--- config.mk ---
export PLATFORM = sky130hd
export DESIGN_NAME = arc_cosine_polynomial_approximation_top
export DESIGN_NICKNAME = d
export VERILOG_FILES = /design/src/acos_pkg.sv /design/src/arc_cosine_polynomial_approximation_top.sv
export SDC_FILE = /design/constraint.sdc
export NUM_CORES = 2
export LEC_CHECK = 0
export ABC_CLOCK_PERIOD_IN_PS = 20600
export BUFFER_PORTS_ARGS = -buffer_cell sky130_fd_sc_hd__buf_2
export CAP_MARGIN = 30
export CORE_MARGIN = 3
export CORE_UTILIZATION = 45
export DETAILED_ROUTE_END_ITERATION = 10
export GPL_TIMING_DRIVEN = 0
export PLACE_DENSITY = 0.67
export SLEW_MARGIN = 15
export SYNTH_ARGS = -nofsm -noshare
export SYNTH_HDL_FRONTEND = slang
export SYNTH_SLANG_ARGS = --single-unit
--- constraint.sdc ---
create_clock -name clk_i -period 20.6 [get_ports clk_i]
set_input_delay 2.06 -clock clk_i [delete_from_list [all_inputs] [get_ports clk_i]]
set_output_delay 2.06 -clock clk_i [all_outputs]
set_load 0.03 [all_outputs]
--- src/acos_pkg.sv ---
package acos_pkg;

  // Fixed-point scale points.
  localparam int unsigned OneQ14    = 16384;
  localparam int unsigned HalfQ14   = 8192;
  localparam int unsigned PiQ16     = 205887;
  localparam int unsigned HalfPiQ16 = 102944;

  // Horner coefficients in unsigned Q30.
  localparam logic [30:0] Coef3 = 31'd20110433;
  localparam logic [30:0] Coef2 = 31'd79737142;
  localparam logic [30:0] Coef1 = 31'd227756103;
  localparam logic [30:0] Coef0 = 31'd1686557207;

  localparam int unsigned HornerStages = 3;
  localparam logic [30:0] HornerCoef [HornerStages] = '{Coef2, Coef1, Coef0};

  // Square root: one result bit per step, three steps per pipeline stage.
  localparam int unsigned SqrtIters     = 17;
  localparam int unsigned StepsPerStage = 3;
  localparam int unsigned SqrtStages    = (SqrtIters + StepsPerStage - 1) / StepsPerStage;

  // Edges from request to the edge that takes the result.
  localparam int unsigned PipeLatency = SqrtStages + 3;

  // Payload of one square root / Horner pipeline stage.
  typedef struct packed {
    logic        neg;
    logic [14:0] mag;
    logic [30:0] poly;
    logic [32:0] rem;
    logic [33:0] res;
  } acos_stage_t;

endpackage

--- src/arc_cosine_polynomial_approximation_top.sv ---
// Channel   | Direction | Handshake             | Payload
// ----------+-----------+-----------------------+-------------------------------
// request   | in        | start_i, busy_o       | cosine_value_i (signed Q14)
// result    | out       | done_o (strobe)       | angle_radians_o (unsigned Q16)
//
// One request is taken every cycle; busy_o stays low since the pipeline never stalls.
// Each request passes an input stage, six square root stages (17 root bits at
// three per stage, Horner steps in the first three), a product stage and the
// output register.
// rst_ni clears all valid bits asynchronously; data registers are not reset.
// Results are strobed for one cycle and the receiver cannot hold them off.
module arc_cosine_polynomial_approximation_top (
  input  logic               clk_i,
  input  logic               rst_ni,
  input  logic               start_i,
  output logic               busy_o,
  input  logic signed [15:0] cosine_value_i,
  output logic               done_o,
  output logic [17:0]        angle_radians_o
);
  import acos_pkg::*;

  acos_stage_t stage_d [SqrtStages+1];
  acos_stage_t stage_q [SqrtStages+1];
  logic        vld_q   [SqrtStages+1];

  logic [47:0] prod_d, prod_q;
  logic        prod_neg_q;
  logic        prod_vld_q;

  logic [17:0] angle_d, angle_q;
  logic        done_q;

  logic [15:0] mag_in;
  logic [14:0] mag_clamp;
  logic [14:0] dist_one;

  // The pipeline always takes a new request.
  assign busy_o = 1'b0;

  // Input stage: magnitude, clamp to one, and the square root radicand.
  always_comb begin
    mag_in    = cosine_value_i[15] ? (16'd0 - cosine_value_i) : cosine_value_i;
    mag_clamp = (mag_in > 16'(OneQ14)) ? 15'(OneQ14) : mag_in[14:0];
    dist_one  = 15'(OneQ14) - mag_clamp;
  end

  // Input stage payload, then the square root and Horner stages.
  always_comb begin
    logic [45:0] hprod;
    logic [30:0] hrnd;
    logic [33:0] bitv;
    logic [33:0] trial;
    stage_d[0].neg  = cosine_value_i[15];
    stage_d[0].mag  = mag_clamp;
    stage_d[0].poly = Coef3;
    stage_d[0].rem  = {dist_one, 18'd0};
    stage_d[0].res  = '0;
    for (int k = 1; k <= SqrtStages; k++) begin
      stage_d[k] = stage_q[k-1];
      if (k <= HornerStages) begin
        hprod = 46'(stage_q[k-1].mag) * 46'(stage_q[k-1].poly);
        hprod = hprod + 46'(HalfQ14);
        hrnd  = hprod[44:14];
        stage_d[k].poly = HornerCoef[k-1] - hrnd;
      end
      for (int j = 0; j < StepsPerStage; j++) begin
        if ((k - 1) * StepsPerStage + j < SqrtIters) begin
          bitv  = 34'(1) << (2 * (SqrtIters - 1) - 2 * ((k - 1) * StepsPerStage + j));
          trial = stage_d[k].res + bitv;
          if ({1'b0, stage_d[k].rem} >= trial) begin
            stage_d[k].rem = 33'({1'b0, stage_d[k].rem} - trial);
            stage_d[k].res = (stage_d[k].res >> 1) + bitv;
          end else begin
            stage_d[k].res = stage_d[k].res >> 1;
          end
        end
      end
    end
  end

  // Product of the polynomial and the root.
  assign prod_d = 48'(stage_q[SqrtStages].poly) * 48'(stage_q[SqrtStages].res[16:0]);

  // Rounding, saturation at pi and reflection for negative inputs.
  always_comb begin
    logic [47:0] sum;
    logic [17:0] v;
    sum = prod_q + (48'(1) << 29);
    v   = sum[47:30];
    if (v > 18'(PiQ16)) begin
      v = 18'(PiQ16);
    end
    angle_d = prod_neg_q ? (18'(PiQ16) - v) : v;
  end

  // Valid bits travel with the data.
  always_ff @(posedge clk_i or negedge rst_ni) begin
    if (!rst_ni) begin
      for (int k = 0; k <= SqrtStages; k++) begin
        vld_q[k] <= 1'b0;
      end
      prod_vld_q <= 1'b0;
      done_q     <= 1'b0;
    end else begin
      vld_q[0] <= start_i && !busy_o;
      for (int k = 1; k <= SqrtStages; k++) begin
        vld_q[k] <= vld_q[k-1];
      end
      prod_vld_q <= vld_q[SqrtStages];
      done_q     <= prod_vld_q;
    end
  end

  // Data registers.
  always_ff @(posedge clk_i) begin
    for (int k = 0; k <= SqrtStages; k++) begin
      stage_q[k] <= stage_d[k];
    end
    prod_q     <= prod_d;
    prod_neg_q <= stage_q[SqrtStages].neg;
    angle_q    <= angle_d;
  end

  assign done_o          = done_q;
  assign angle_radians_o = angle_q;

endmodule

==> run_results.csv <==
group,metric,value,unit
clocking,cts-htree-levels,2,
logic_synthesis,synth_mux_area_share,0.5741,%
logic_synthesis,synth-adder-area-share,48.18,%
timing,tns,0,ns
logic_synthesis,synth_edf_count,0,
floorplan,dieHeight,404.6,um
grt,grt_pass1_wl,303500,um
grt,grt_overflow,0,
floorplan,start_util,45.55,%
floorplan,fp.dieW,404.6,um
logic_synthesis,ys_warn_count,0,
place,port_buffers,37,
clocking,cts_tree,"done",
place,place_hpwl,157400,um
logic_synthesis,synthDistinctLibCells,118,
clocking,ctsHoldBuffers,0,
floorplan,design.portCount,39,
timing,max_freq,101.7,MHz
floorplan,num_rows,145,
drt,vias,54150,
setup_path,startpoint_type,"register",
timing,tightest_slew,0.9739,ns
logic_synthesis,synth_compound_area_share,8.031,%
drt,ant_nets,0,
logic_synthesis,synth-xor-area-share,4.386,%
layout,nets,10130,
grt,antenna_found_initial,2,
grt,grt_pass1_vias,56950,
setup_path,crit_path_end_kind,"register",
setup_path,max_stage_delay,0.73,ns
timing,slew-limit-headroom,35.08,%
drt,vias_per_cell,5.291,
hold_path,hold_path.class,"register to register",
place,routabilityCongestion,0.9457,
logic_synthesis,yosys.area_share.simple,16.01,%
clocking,cts_made_buffers,55,
setup_path,cp_max_fo,10,
layout,stdcell_area,76080,um2
timing,grt_setup_unrepaired,"no",
layout,drive_gt1_share,3.131,%
layout,syn2layout_area_growth,6.438,%
timing,setup_slack,10.77,ns
logic_synthesis,ys_seq_elements,455,
clocking,clock_latency,0.68,ns
timing,setup_viol,0,
logic_synthesis,synth.avg_cell_area,8.895,um2
drt,wl_per_cell,18.33,um
logic_synthesis,synth_fp_nets,10030,
logic_synthesis,async_flop_share,1.978,%
run_status,status,"finished with violations",
place,dpl_cell_area,74260,um2
timing,drv_slew,0,
clocking,clock-sinks,455,
clocking,cts_setup_buffers,0,
timing,period_needed,9.834,ns
setup_path,crit_arrival,10.36,ns
run,maxCapViolations,0,
clocking,cts_resized,0,
timing,hold_viol,0,
grt,grt_max_degree,17,
drt,dr.pass1.iters,9,
logic_synthesis,syn-instance-count,8036,
setup_path,cp_common_cell,"fa_1",
setup_path,crit_path_top_delay_cell,"clkbuf_1",
logic_synthesis,synth_area,71480,um2
drt,wl,187600,um
clocking,cts_buffer_depth,3,
layout,fillCellCount,14770,
logic_synthesis,synth_top_family_by_area,"adder cells",
clocking,cts_root_buf,"clkbuf_16",
floorplan,core_area,156900,um2
grt,track_usage,23.28,%
logic_synthesis,seq_area_frac_synth,12.81,%
setup_path,worstPathRequired,21.12,ns
timing,finClkSkew,0.05799,ns
layout,diodes,0,
clocking,clk_pin_slew,0.06,ns
drt,route.detailed.drc,1,
run_status,violations,"DRC",
logic_synthesis,dominantRegCellSynth,"dfxtp_1",
place,detailedPlace.worstSlack,10.75,ns
setup_path,worstSetupPathType,"register to register",
floorplan,die-area,163700,um2
timing,post-route-period-util,47.74,%
drt,drt_iter0_drc,3295,
==> critical path, delay by kind of cell, from the launching register on <==
kind | cells | cell delay (ns)
xor gates and xnor gates | 2 | 0.30
buffers and inverters | 6 | 1.02
AOI/OAI and AO/OA | 10 | 2.96
adders and majority gates | 8 | 3.43
and+or+nand+nor | 5 | 1.34
DFF | 1 | 0.61
==> cell type report <==
type / instances / area (um2) / area share, %
timing repair buffer: 40 / 210.2 / 0.2763
sequential: 455 / 9154 / 12.03
buffer: 319 / 1250 / 1.643
clock inverter: 30 / 310.3 / 0.4078
multi-input combinational: 5692 / 55180 / 72.52
tap: 2058 / 2575 / 3.384
clock buffer: 71 / 1506 / 1.980
inverter: 1570 / 5899 / 7.754
==> Yosys cell counts, types with 78 or more instances <==
cell type,n,area share (%)
and2_1,430,3.8
fa_1,1293,36
xnor2_1,212,2.6
nand2_1,1290,6.8
o21ai_0,150,1.1
xor2_1,146,1.8
clkbuf_1,298,1.6
nor2_1,273,1.4
ha_1,683,12
dfxtp_1,446,12
inv_1,1562,8.2
a21o_1,78,0.82
a21oi_1,249,1.7
==> path summary, 6_finish.rpt <==
kind,start,end,slack [ns],depth (start not counted)
min in group asynchronous,rst_ni,vld_q[6],1.25,1
min,stage_q[5][75],stage_q[6][75],0.31,0
max,stage_q[1][103],stage_q[2][94],10.77,31
max reg2reg,stage_q[1][103],stage_q[2][94],10.77,31
min reg2reg,stage_q[5][75],stage_q[6][75],0.31,0
max in group asynchronous,rst_ni,vld_q[2],19.18,1
==> metrics by stage <==
stage          hold slack (ns)  instances  utilization (%)
5_1_grt                 0.3042      10240            48.48
4_1_cts                 0.2995      10230            48.48
2_1_floorplan           0.3096       8036                -
3_5_place_dp            0.3121      10130            47.32
6_report                0.3106      10240            48.48
3_3_place_gp            0.3108      10130            47.31
==> cells by family (layout without fill, tap and decap cells) <==
family	count (synthesis)	count (layout)
fa+ha+maj	1977	1977
compound gates	874	874
flops	455	455
mux	38	38
other cells	1	1
xor+xnor	358	358
buf+inv	1889	2030
simple gates	2444	2444
==> sequential cells by signal, indices dropped and copies added (netlist names) <==
register and cells:
angle_radians_o 18, done_o 1, prod_neg_q 1, prod_q 19, prod_vld_q 1, stage_q 408, vld_q 7
==> layer usage <==
layer	routed length [um]	GRT usage (%)
met4	8660	9.241
met3	13240	3.673
met5	14	0
met2	87790	39.16
met1	77890	30.04
==> cell usage in the layout, fill, tap and decap left out, types with 146 or more instances in the layout <==
cell type and count:
dfxtp_1 446, inv_1 1562, ha_1 683, o21ai_0 150
and2_1 430, xnor2_1 212, nor2_1 273, nand2_1 1290
fa_1 1293, clkbuf_1 307, xor2_1 146, a21oi_1 249
Power is left out: the tool's default activity adds up to more than one toggle a clock period on the data nets, which glitch-free logic cannot reach.
